**src/rtl/rrbp_pkg.sv**
```systemverilog
// shared types and codes of the round robin buffer pool
// no dependencies; imported by the pool and its checker
`timescale 1ns / 1ps

package rrbp_pkg;

   // request modes
   localparam logic [2:0] MODE_ANNOUNCE = 3'd0;
   localparam logic [2:0] MODE_REVOKE   = 3'd1;
   localparam logic [2:0] MODE_QUEUE    = 3'd2;
   localparam logic [2:0] MODE_START    = 3'd3;
   localparam logic [2:0] MODE_STOP     = 3'd4;
   localparam logic [2:0] MODE_COMPLETE = 3'd5;

   // response status codes
   localparam logic [1:0] ST_OK        = 2'd0;
   localparam logic [1:0] ST_INVALID   = 2'd1;
   localparam logic [1:0] ST_NOT_FOUND = 2'd2;
   localparam logic [1:0] ST_NOTHING   = 2'd3;

   // fewest entries that allow a start
   localparam int MIN_START_ENTRIES = 2;

   localparam logic [31:0] PAYLOAD_SIZE_RESET = 32'd4096;

   typedef struct packed {
      logic [2:0]  mode;
      logic [15:0] buffer_key;
      logic [47:0] memory_addr;
      logic [31:0] buffer_size;
      logic [31:0] user_tag;
   } req_type;

   typedef struct packed {
      logic [1:0]  status;
      logic        completed;
      logic [15:0] done_key;
      logic [47:0] done_addr;
      logic [31:0] done_tag;
      logic [63:0] batch_num;
      logic [31:0] fill_bytes;
   } rsp_type;

   // one stored buffer entry
   typedef struct packed {
      logic [15:0] key;
      logic [47:0] addr;
      logic [31:0] tag;
   } entry_type;

   localparam int ENTRY_W = $bits(entry_type);

endpackage

```
**src/rtl/round_robin_buffer_pool.sv**
```systemverilog
// round robin buffer pool: entry table in ram, queued flags and counters in flops
// depends on rrbp_pkg and rrbp_ram
// announce, start and stop are decided in idle; queue and revoke read one entry per cycle in
// the search, then revoke closes the gap; complete reduces the pointer, scans the flags and
// reads the entry. one word at a time; the next request is taken the cycle after the result
// loads. reset: synchronous, clears count, pointer, batch, run flag, queued flags.
`timescale 1ns / 1ps

module round_robin_buffer_pool #(
   parameter int MAX_ENTRIES = 16
) (
   input  logic             clock,
   input  logic             reset,
   input  logic             req_valid,
   output logic             req_ready,
   input  rrbp_pkg::req_type req_data,
   output logic             rsp_valid,
   input  logic             rsp_ready,
   output rrbp_pkg::rsp_type rsp_data,
   input  logic             csr_we,
   input  logic [31:0]      csr_wdata
);

   import rrbp_pkg::*;

   localparam int IW = $clog2(MAX_ENTRIES);
   localparam int CW = $clog2(MAX_ENTRIES + 1);

   localparam logic [2:0] S_IDLE  = 3'd0;
   localparam logic [2:0] S_SRCH  = 3'd1;
   localparam logic [2:0] S_SHIFT = 3'd2;
   localparam logic [2:0] S_MOD   = 3'd3;
   localparam logic [2:0] S_SCAN  = 3'd4;
   localparam logic [2:0] S_CDATA = 3'd5;
   localparam logic [2:0] S_FIN   = 3'd6;

   logic [2:0]             state_ff, state_in;
   logic [CW-1:0]          count_ff, count_in;
   logic [IW-1:0]          ptr_ff, ptr_in;
   logic [63:0]            batch_ff, batch_in;
   logic                   running_ff, running_in;
   logic [MAX_ENTRIES-1:0] queued_ff, queued_in;
   logic [31:0]            payload_ff;
   logic [2:0]             op_ff, op_in;
   logic [15:0]            key_ff, key_in;
   logic [CW-1:0]          walk_ff, walk_in;
   logic                   pend_ff, pend_in;
   logic [IW-1:0]          cmp_ff, cmp_in;
   logic [IW-1:0]          wdst_ff, wdst_in;
   logic [IW-1:0]          mod_ff, mod_in;
   logic [IW-1:0]          scan_ff, scan_in;
   logic [CW-1:0]          steps_ff, steps_in;
   rsp_type                res_ff, res_in;
   rsp_type                rsp_ff, rsp_in;
   logic                   rsp_valid_ff, rsp_valid_in;

   logic                   ram_we;
   logic [IW-1:0]          ram_waddr;
   entry_type              ram_wdata;
   logic [IW-1:0]          ram_raddr;
   entry_type              ram_rdata;
   logic [ENTRY_W-1:0]     ram_rdata_raw;
   logic [MAX_ENTRIES-1:0] qshift;

   // entry table
   rrbp_ram #(
      .WIDTH(ENTRY_W),
      .DEPTH(MAX_ENTRIES)
   ) u_ram (
      .clock(clock),
      .we   (ram_we),
      .waddr(ram_waddr),
      .wdata(ram_wdata),
      .raddr(ram_raddr),
      .rdata(ram_rdata_raw)
   );

   assign ram_rdata = entry_type'(ram_rdata_raw);
   assign qshift    = {1'b0, queued_ff[MAX_ENTRIES-1:1]};

   assign req_ready = (state_ff == S_IDLE);
   assign rsp_valid = rsp_valid_ff;
   assign rsp_data  = rsp_ff;

   // request sequencer
   always_comb begin
      state_in     = state_ff;
      count_in     = count_ff;
      ptr_in       = ptr_ff;
      batch_in     = batch_ff;
      running_in   = running_ff;
      queued_in    = queued_ff;
      op_in        = op_ff;
      key_in       = key_ff;
      walk_in      = walk_ff;
      pend_in      = pend_ff;
      cmp_in       = cmp_ff;
      wdst_in      = wdst_ff;
      mod_in       = mod_ff;
      scan_in      = scan_ff;
      steps_in     = steps_ff;
      res_in       = res_ff;
      rsp_in       = rsp_ff;
      rsp_valid_in = rsp_valid_ff && !rsp_ready;
      ram_we       = 1'b0;
      ram_waddr    = '0;
      ram_wdata    = '0;
      ram_raddr    = '0;

      case (state_ff)
         S_IDLE: begin
            if (req_valid) begin
               res_in        = '0;
               res_in.status = ST_INVALID;
               op_in         = req_data.mode;
               key_in        = req_data.buffer_key;
               walk_in       = '0;
               pend_in       = 1'b0;
               state_in      = S_FIN;
               case (req_data.mode)
                  MODE_ANNOUNCE: begin
                     if (req_data.memory_addr != 48'd0 &&
                         req_data.buffer_size >= payload_ff &&
                         count_ff < CW'(MAX_ENTRIES)) begin
                        ram_we                       = 1'b1;
                        ram_waddr                    = count_ff[IW-1:0];
                        ram_wdata.key                = req_data.buffer_key;
                        ram_wdata.addr               = req_data.memory_addr;
                        ram_wdata.tag                = req_data.user_tag;
                        queued_in[count_ff[IW-1:0]]  = 1'b0;
                        count_in                     = count_ff + 1'b1;
                        res_in.status                = ST_OK;
                     end
                  end
                  MODE_REVOKE: begin
                     if (!running_ff) begin
                        if (count_ff == '0) begin
                           res_in.status = ST_NOT_FOUND;
                        end else begin
                           state_in = S_SRCH;
                        end
                     end
                  end
                  MODE_QUEUE: begin
                     if (count_ff == '0) begin
                        res_in.status = ST_NOT_FOUND;
                     end else begin
                        state_in = S_SRCH;
                     end
                  end
                  MODE_START: begin
                     if (count_ff >= CW'(MIN_START_ENTRIES)) begin
                        batch_in      = '0;
                        running_in    = 1'b1;
                        res_in.status = ST_OK;
                     end
                  end
                  MODE_STOP: begin
                     queued_in     = '0;
                     running_in    = 1'b0;
                     res_in.status = ST_OK;
                  end
                  MODE_COMPLETE: begin
                     if (running_ff) begin
                        if (count_ff == '0) begin
                           res_in.status = ST_NOTHING;
                        end else begin
                           mod_in   = ptr_ff;
                           state_in = S_MOD;
                        end
                     end
                  end
                  default: begin
                     res_in.status = ST_INVALID;
                  end
               endcase
            end
         end

         // key lookup, one ram read issued and one compare per cycle
         S_SRCH: begin
            if (walk_ff < count_ff) begin
               ram_raddr = walk_ff[IW-1:0];
               pend_in   = 1'b1;
               cmp_in    = walk_ff[IW-1:0];
               walk_in   = walk_ff + 1'b1;
            end else begin
               pend_in = 1'b0;
            end
            if (pend_ff) begin
               if (ram_rdata.key == key_ff) begin
                  state_in = S_FIN;
                  pend_in  = 1'b0;
                  if (op_ff == MODE_REVOKE) begin
                     res_in.status = ST_OK;
                     for (int j = 0; j < MAX_ENTRIES; j++) begin
                        if (IW'(j) >= cmp_ff) begin
                           queued_in[j] = qshift[j];
                        end
                     end
                     if (CW'(cmp_ff) + 1'b1 < count_ff) begin
                        walk_in  = CW'(cmp_ff) + 1'b1;
                        wdst_in  = cmp_ff;
                        state_in = S_SHIFT;
                     end else begin
                        count_in = count_ff - 1'b1;
                     end
                  end else if (queued_ff[cmp_ff]) begin
                     res_in.status = ST_INVALID;
                  end else begin
                     queued_in[cmp_ff] = 1'b1;
                     res_in.status     = ST_OK;
                  end
               end else if (CW'(cmp_ff) + 1'b1 == count_ff) begin
                  res_in.status = ST_NOT_FOUND;
                  pend_in       = 1'b0;
                  state_in      = S_FIN;
               end
            end
         end

         // close the gap: read entry i+1, write it to i on the next cycle
         S_SHIFT: begin
            if (walk_ff < count_ff) begin
               ram_raddr = walk_ff[IW-1:0];
               pend_in   = 1'b1;
               walk_in   = walk_ff + 1'b1;
            end else begin
               pend_in = 1'b0;
            end
            if (pend_ff) begin
               ram_we    = 1'b1;
               ram_waddr = wdst_ff;
               ram_wdata = ram_rdata;
               wdst_in   = wdst_ff + 1'b1;
               if (CW'(wdst_ff) + 2'd2 == count_ff) begin
                  count_in = count_ff - 1'b1;
                  pend_in  = 1'b0;
                  state_in = S_FIN;
               end
            end
         end

         // scan pointer modulo entry count by repeated subtraction
         S_MOD: begin
            if (CW'(mod_ff) >= count_ff) begin
               mod_in = mod_ff - count_ff[IW-1:0];
            end else begin
               scan_in  = mod_ff;
               steps_in = '0;
               state_in = S_SCAN;
            end
         end

         // round robin walk over the queued flags
         S_SCAN: begin
            if (queued_ff[scan_ff]) begin
               queued_in[scan_ff] = 1'b0;
               if (CW'(scan_ff) + 1'b1 == count_ff) begin
                  ptr_in = '0;
               end else begin
                  ptr_in = scan_ff + 1'b1;
               end
               batch_in          = batch_ff + 64'd1;
               ram_raddr         = scan_ff;
               res_in.status     = ST_OK;
               res_in.completed  = 1'b1;
               res_in.batch_num  = batch_ff + 64'd1;
               res_in.fill_bytes = payload_ff;
               state_in          = S_CDATA;
            end else if (steps_ff + 1'b1 == count_ff) begin
               res_in.status = ST_NOTHING;
               state_in      = S_FIN;
            end else begin
               steps_in = steps_ff + 1'b1;
               if (CW'(scan_ff) + 1'b1 == count_ff) begin
                  scan_in = '0;
               end else begin
                  scan_in = scan_ff + 1'b1;
               end
            end
         end

         // pick up the completed entry from the ram
         S_CDATA: begin
            res_in.done_key  = ram_rdata.key;
            res_in.done_addr = ram_rdata.addr;
            res_in.done_tag  = ram_rdata.tag;
            state_in         = S_FIN;
         end

         // hand the result to the output register once it is free
         S_FIN: begin
            if (!rsp_valid_ff || rsp_ready) begin
               rsp_in       = res_ff;
               rsp_valid_in = 1'b1;
               state_in     = S_IDLE;
            end
         end

         default: begin
            state_in = S_IDLE;
         end
      endcase
   end

   // control registers
   always_ff @(posedge clock) begin
      if (reset) begin
         state_ff     <= S_IDLE;
         count_ff     <= '0;
         ptr_ff       <= '0;
         batch_ff     <= '0;
         running_ff   <= 1'b0;
         queued_ff    <= '0;
         rsp_valid_ff <= 1'b0;
         pend_ff      <= 1'b0;
      end else begin
         state_ff     <= state_in;
         count_ff     <= count_in;
         ptr_ff       <= ptr_in;
         batch_ff     <= batch_in;
         running_ff   <= running_in;
         queued_ff    <= queued_in;
         rsp_valid_ff <= rsp_valid_in;
         pend_ff      <= pend_in;
      end
   end

   // payload size register
   always_ff @(posedge clock) begin
      if (reset) begin
         payload_ff <= PAYLOAD_SIZE_RESET;
      end else if (csr_we) begin
         payload_ff <= csr_wdata;
      end
   end

   // working and payload registers
   always_ff @(posedge clock) begin
      op_ff    <= op_in;
      key_ff   <= key_in;
      walk_ff  <= walk_in;
      cmp_ff   <= cmp_in;
      wdst_ff  <= wdst_in;
      mod_ff   <= mod_in;
      scan_ff  <= scan_in;
      steps_ff <= steps_in;
      res_ff   <= res_in;
      rsp_ff   <= rsp_in;
   end

endmodule

```
**src/rtl/rrbp_ram.sv**
```systemverilog
// generic simple dual port ram, one write and one registered read per cycle
// no dependencies
`timescale 1ns / 1ps

module rrbp_ram #(
   parameter int WIDTH = 8,
   parameter int DEPTH = 16
) (
   input  logic                     clock,
   input  logic                     we,
   input  logic [$clog2(DEPTH)-1:0] waddr,
   input  logic [WIDTH-1:0]         wdata,
   input  logic [$clog2(DEPTH)-1:0] raddr,
   output logic [WIDTH-1:0]         rdata
);

   logic [WIDTH-1:0] mem_ff [DEPTH];
   logic [WIDTH-1:0] rdata_ff;

   // write port
   always_ff @(posedge clock) begin
      if (we) begin
         mem_ff[waddr] <= wdata;
      end
   end

   // registered read port
   always_ff @(posedge clock) begin
      rdata_ff <= mem_ff[raddr];
   end

   assign rdata = rdata_ff;

endmodule

```
**config.mk**
```make
export PLATFORM = sky130hd
export DESIGN_NAME = round_robin_buffer_pool
export DESIGN_NICKNAME = d
export VERILOG_FILES = /design/src/rtl/rrbp_pkg.sv /design/src/rtl/round_robin_buffer_pool.sv /design/src/rtl/rrbp_ram.sv
export SDC_FILE = /design/constraint.sdc
export NUM_CORES = 2
export LEC_CHECK = 0
export ABC_AREA = 1
export BUFFER_PORTS_ARGS = -buffer_cell sky130_fd_sc_hd__buf_2
export CORE_MARGIN = 8
export CORE_UTILIZATION = 26
export DETAILED_ROUTE_END_ITERATION = 8
export PLACE_DENSITY = 0.44
export SLEW_MARGIN = 20
export SYNTH_ARGS = -nofsm -noshare
export SYNTH_HDL_FRONTEND = slang
export SYNTH_SLANG_ARGS = --single-unit
```
**constraint.sdc**
```tcl
create_clock -name clock -period 19.6 [get_ports clock]
set_input_delay 0 -clock clock [delete_from_list [all_inputs] [get_ports clock]]
set_output_delay 0 -clock clock [all_outputs]
set_load 0.01 [all_outputs]
```
Word-level counts from Yosys, hierarchy flattened
Memories as Yosys holds them, arrays and structs flattened. A register that Yosys moved wholly into a read port is not among the register bits.
Cells that the tools add are included.
- memory bits (writable): 1536
- latch bits: 0
- register bits after elaboration: 562
- memory bits (read-only): 0
- output and inout bits: 197
- memories kept: 1
- word-level logic and storage cells: 353
- input bits: 168
- multiplexer cells: 149
- shift operators: 0
- $add $sub $neg: 11
- divide/modulo/power cells: 0
- order comparisons: 28
- equal/unequal tests: 60
- multipliers: 0
- reductions and logical operators: 53
- bitwise gates (word level): 5
- memories (name ; depth ; width ; read ports ; clocked after memory_dff ; wr ports ; line ; source):
    u_ram.mem_ff ; 16 ; 96 ; 1 ; 1 ; 1 ; rrbp_ram.sv:17 ; logic [WIDTH-1:0] mem_ff [DEPTH];
- operator list (kind ; number):
    case mux 96 bit (2 select lines) ; 3
    2-to-1 mux 96 bit ; 5
    2-to-1 mux 64 bit ; 4
    2-to-1 mux 195 bit ; 1
    AND reduction 9 bit ; 16
    case mux 64 bit (2 select lines) ; 1
    2-to-1 mux 16 bit ; 7
    2-to-1 mux 5 bit ; 18
    2-to-1 mux 4 bit ; 20
    adder 64 x 1 -> 64 bit (second input constant) ; 1
    != test 3 bit (second input constant) ; 20
    2-to-1 mux 3 bit ; 16
    case mux 16 bit (3 select lines) ; 1
    nonzero test 48 bit ; 1
    2-to-1 mux 1 bit ; 42
    case mux 4 bit (2 select lines) ; 5
    bitwise AND 16 bit ; 2
    >= comparator 32 bit ; 1
    >= comparator 4 bit (first input constant) ; 8
    != test 2 bit (second input constant) ; 16
    inverter 16 bit ; 2
    case mux 16 bit (2 select lines) ; 1
    case mux 5 bit (3 select lines) ; 2
    case mux 3 bit (7 select lines) ; 1
    other kinds (47) ; 112

Logic depth before layout (Yosys ltp)
- depth in word-level cells: 10
- mapped depth: 20
- depth with buffers taken out: 19

Modules after synthesis
From an unflattened synthesis, not the netlist that was laid out.
- cell total of the unflattened synthesis: 9109
- area total of the unflattened synthesis: 94052.7 um2
- modules (own cells, without submodules) (module ; sequential area each (um2) ; instances ; area an instance (um2) ; cells an instance):
    rrbp_ram ; 48046.1 ; 1 ; 67643.6 ; 6302
    round_robin_buffer_pool ; 15605.0 ; 1 ; 26409.1 ; 2807

Worst setup path after synthesis
No wires, ideal clock.
- kind: reg-to-reg
- start: register state_ff[0]
- end: register rsp_ff, in the netlist rsp_data[0] (enable)
- required time: 18372 ps
- cell stages (with the launch flop): 3
- slack: -703 ps
- buffers on the path: 1
- arrival time: 19075 ps
- clock period less this slack: 20303 ps
- setup time: 1228 ps
- cells stage by stage: dfxtp_1 > buf_2 > nor4_1
- cells in the longest elaborated chain, start to end: 2
- RTL lines (element ; line ; source):
    start: declaration ; round_robin_buffer_pool.sv:37 ; logic [2:0] state_ff, state_in;
    start signal: assignment ; round_robin_buffer_pool.sv:319 ; state_ff <= state_in;
    == test 3 bit ; round_robin_buffer_pool.sv:110 ; case (state_ff)
    AND reduction 2 bit (no source line) ; -- ;
    end signal: assignment ; round_robin_buffer_pool.sv:350 ; rsp_ff <= rsp_in;
    end: declaration ; round_robin_buffer_pool.sv:54 ; rsp_type rsp_ff, rsp_in;
No other way between the ends.
A chain may end at the register's enable or synchronous reset.

Worst setup path in the final report
- start: register state_ff[0]
- end: memory u_ram.mem_ff[15][18] (netlist name) (enable)
- cells in the longest elaborated chain, start to end: 4
- elaborated cells on any way between the ends: 6
- those cells by class: eq/ne: 1; mux: 4; reduce/logical: 1
- RTL lines (element ; line ; source):
    == test 3 x 2 -> 1 bit / logical NOT 3 bit (equally long branches) ; round_robin_buffer_pool.sv:110 ;
    case mux 1 bit (2 select lines) ; round_robin_buffer_pool.sv:110 ;
    2-to-1 mux 1 bit ; rrbp_ram.sv:22 ; if (we) begin
    2-to-1 mux 1 bit (not written as such) ; rrbp_ram.sv:23 ; mem_ff[waddr] <= wdata;
    end: declaration ; rrbp_ram.sv:17 ;
Several ways; a longest one is shown, not always the timed one.

==> summary.txt <==
Synth
  – Synth Register Bits: 2194
  – Cell Area, Synth: 93900 um^2
  – Synth cell types: 51
  – Number of flops mapped to enable cells by yosys: 1971
  – Post-synth ARST share: 0%
  – Warnings from Yosys: 0
  – Top FF cell, synth: edfxtp_1
  – Seq/Total Area, Yosys: 67.8%
  – Post-Syn Instances: 8651
  – Yosys top cell by area: edfxtp_1
  – Yosys top cell area share: 63.0%
  – Synthesized net count: 8883
  – Post-synthesis area per instance: 10.9 um^2
  – Synth top area cells: edfxtp_1 63%, nand3_1 8.5%, nand2_1 7.1%

Floorplanning
  – Die area: 381000 um^2
  – Site Rows: 220
  – Starting Density: 26.1%
  – Core Box Area: 359000 um^2
  – Chip Width: 617 um
  – Die height: 617 um
  – IO Pins: 365

Layout
  – Commonest non-fill, non-tap cell in the layout: edfxtp_1
  – Register area: 63700 um^2
  – Area of the multi-input gates: 24600 um^2
  – Post-route insts no fill: 14152
  – Commonest cells after routing, fill and taps aside: 1971 x edfxtp_1, 1762 x nand2_1, 1600 x nand3_1, 981 x inv_1, 430 x nand3b_1
  – Share of cells above drive strength 1: 10.9%
  – Fill count: 36584
  – Synthesis-to-layout area growth: 19.3%
  – Nets: 9385

Flow run
  – Max Cap Violations: 0

CTS
  – Clock sinks: 2194
  – CTS Buffer Depth: 4
  – CTS buffer count: 266
  – Htree depth: 5
  – Setup bufs post-CTS: 0
  – Root buf cell: clkbuf_16
  – TritonCTS clock tree: yes
  – Reg clk slew, reported paths: 60 ps
  – Clock Latency Late Sink: 900 ps

Placed design
  – Final Wtd Congestion: 0.849
  – Placed wire-length estimate: 168 mm
  – Pre-CTS WS: 12870 ps
  – Dpl cells: 13454
  – Port bufs: 364

Timing
  – Final period util: 33.9%
  – RSZ-0062 raised after global routing: no
  – Clock Skews: 73.3 ps
  – Max_slew headroom: 13.8%
  – Endpoints failing setup: 0
  – Fin Setup TNS: 0 ps
  – Fin. max-slew vios: 0
  – Hold Slack: 40.8 ps
  – Final min period: 6650 ps
  – Final hold vios: 0
  – Max Clk Rate: 150 MHz
  – Worst-Margin Slew: 1290 ps
  – Post-route setup slack: 12950 ps

Global route
  – Largest net degree at the start of global routing: 218
  – First-pass GRT wire length: 442 mm
  – Initial antenna violation count: 16
  – Global route overflow: 0
  – Vias in the first global route: 64860
  – GRT Resource Usage Total: 15.1%

Worst setup path
  – Crit Path Class: flip-flop to flip-flop
  – Nature of the critical path endpoint: flip-flop
  – Crit path max fanout: 47
  – Critical Path Start Type: flip-flop
  – Crit path DAT: 7150 ps
  – Critical Path RT: 20100 ps
  – R2R setup slack: 12950 ps
  – Reg2reg path depth: 14
  – FF-to-FF End: u_ram.mem_ff[15][18]
  – Worst flop-to-flop path startpoint: state_ff[0]

Pwr
  – VDD IR max: 0.0000705 V
  – Cell Pwr Density: 123 nW/um^2
  – Leak Pwr: 42.5 nW
  – Tot Pwr: 13.8 mW

Hold path
  – Hold depth: 2
  – Hold Path Sink: key_ff[10]
  – Worst hold path startpoint: req_data[122]
  – Min-Delay Path Class: input pin to flip-flop

Drt
  – Routed WL per cell: 21.2 um
  – Antenna Nets Post-Route: 0
  – Drt total wl: 299 mm
  – Drt pass-1 iters: 6
  – DRT iter0 DRCs: 4690
  – Via count: 65268
  – DR DRC count: 0
  – DR vias/cell: 4.61

Status
  – Status: finished, final reports clean
[per-stage QoR]
step	utilization, %	instance area [um^2]
2_1_floorplan	-	93900
3_3_place_gp	28.2	101000
3_5_place_dp	28.2	101000
4_1_cts	31.2	112000
5_1_grt	31.2	112000
6_report	31.2	112000
[layout make-up]
cell class	count	share of cell area, %
clock inverters	129	1.22
inverters	1006	3.40
well taps	4773	5.33
repair buffers	737	4.72
clock buffers	359	6.55
flip-flops and latches	2194	56.8
multi-input cells	4948	21.9
diodes	6	0.0134
[where the power goes]
part | internal (mW) | leakage, nW | switching (mW)
Clock | 2.93 | 4.23 | 2.01
Combinational | 0.852 | 19.0 | 2.22
Sequential | 5.58 | 19.3 | 0.237
Total | 9.36 | 42.5 | 4.47
[cell families (layout without fill, tap and decap cells)]
logic type               after synthesis  after routing  share of synthesized area (%)
buffers and inverters               1509           2231                           6.48
multiplexers                           1              1                         0.0107
other                                  0              6                              0
AND/OR/NAND/NOR                     4380           4380                           21.7
adder cells (fa/ha/maj)               64             64                          0.869
AO/OA/AOI/OAI                        456            456                           2.70
XOR/XNOR                              47             47                          0.438
flip-flops                          2194           2194                           67.8
[how the worst max path moves through the flow]
stage	endpoint	from	slack [ps]	depth (start not counted)
after CTS	u_ram.mem_ff[15][31]	state_ff[0]	12840	14
after detailed placement	u_ram.mem_ff[15][21]	state_ff[0]	12870	14
after global placement	u_ram.rdata[34]	state_ff[0]	12960	15
after floorplan	rsp_data[0]	state_ff[2]	7710	2
final	u_ram.mem_ff[15][18]	state_ff[0]	12950	14
after global routing	u_ram.mem_ff[15][31]	state_ff[0]	12540	14
[registers in the layout, indices dropped and copies added, names as in the netlist, 16 cells and up]
register and cells:
batch_ff 64, key_ff 16, payload_ff 32, queued_ff 16, res_ff 195, rsp_data 195, u_ram.mem_ff 1536, u_ram.rdata 96
[Yosys cell counts (all sizes together), types with 14 or more instances]
library cell and instances:
a211oi 22, a21oi 135, a31oi 14, buf 310, clkbuf 193, dfxtp 223
edfxtp 1971, ha 62, inv 1000, nand2 1772, nand3 1601, nand3b 430
nand4 55, nor2 453, nor3 43, o21ai 201, o22ai 47, xor2 38
[routing by layer]
| layer | up-vias | track usage [%] | part of all wire (%) |
|---|---|---|---|
| met1 | 32379 | 20.3 | 45 |
| met2 | 1757 | 25.4 | 47 |
| li1 | 30703 | - | - |
| met3 | 427 | 2.27 | 5.1 |
| met5 | - | 0 | 0.0043 |
| met4 | 2 | 3.81 | 2.5 |
[critical path, cell delays in order (launching register included)]
cell     delay (ps)
dfxtp_1         410
nor2_4          250
inv_2            80
nor2_4          190
inv_2           100
nor2_4          560
inv_2           240
nor3_4          160
buf_4           640
nand2_4         720
o21ai_1         550
nand2_1         320
nor2_4          740
buf_4           610
buf_4           520
[repair_timing]
action / 4_1_cts / 5_1_grt
endpoints found under the setup margin: 0 / 0
hold buffers: 203 / 0
resized for setup: 0 / 0
endpoints found under the hold margin: 1599 / 0
No activity file was read; power rests on OpenSTA's default activity.
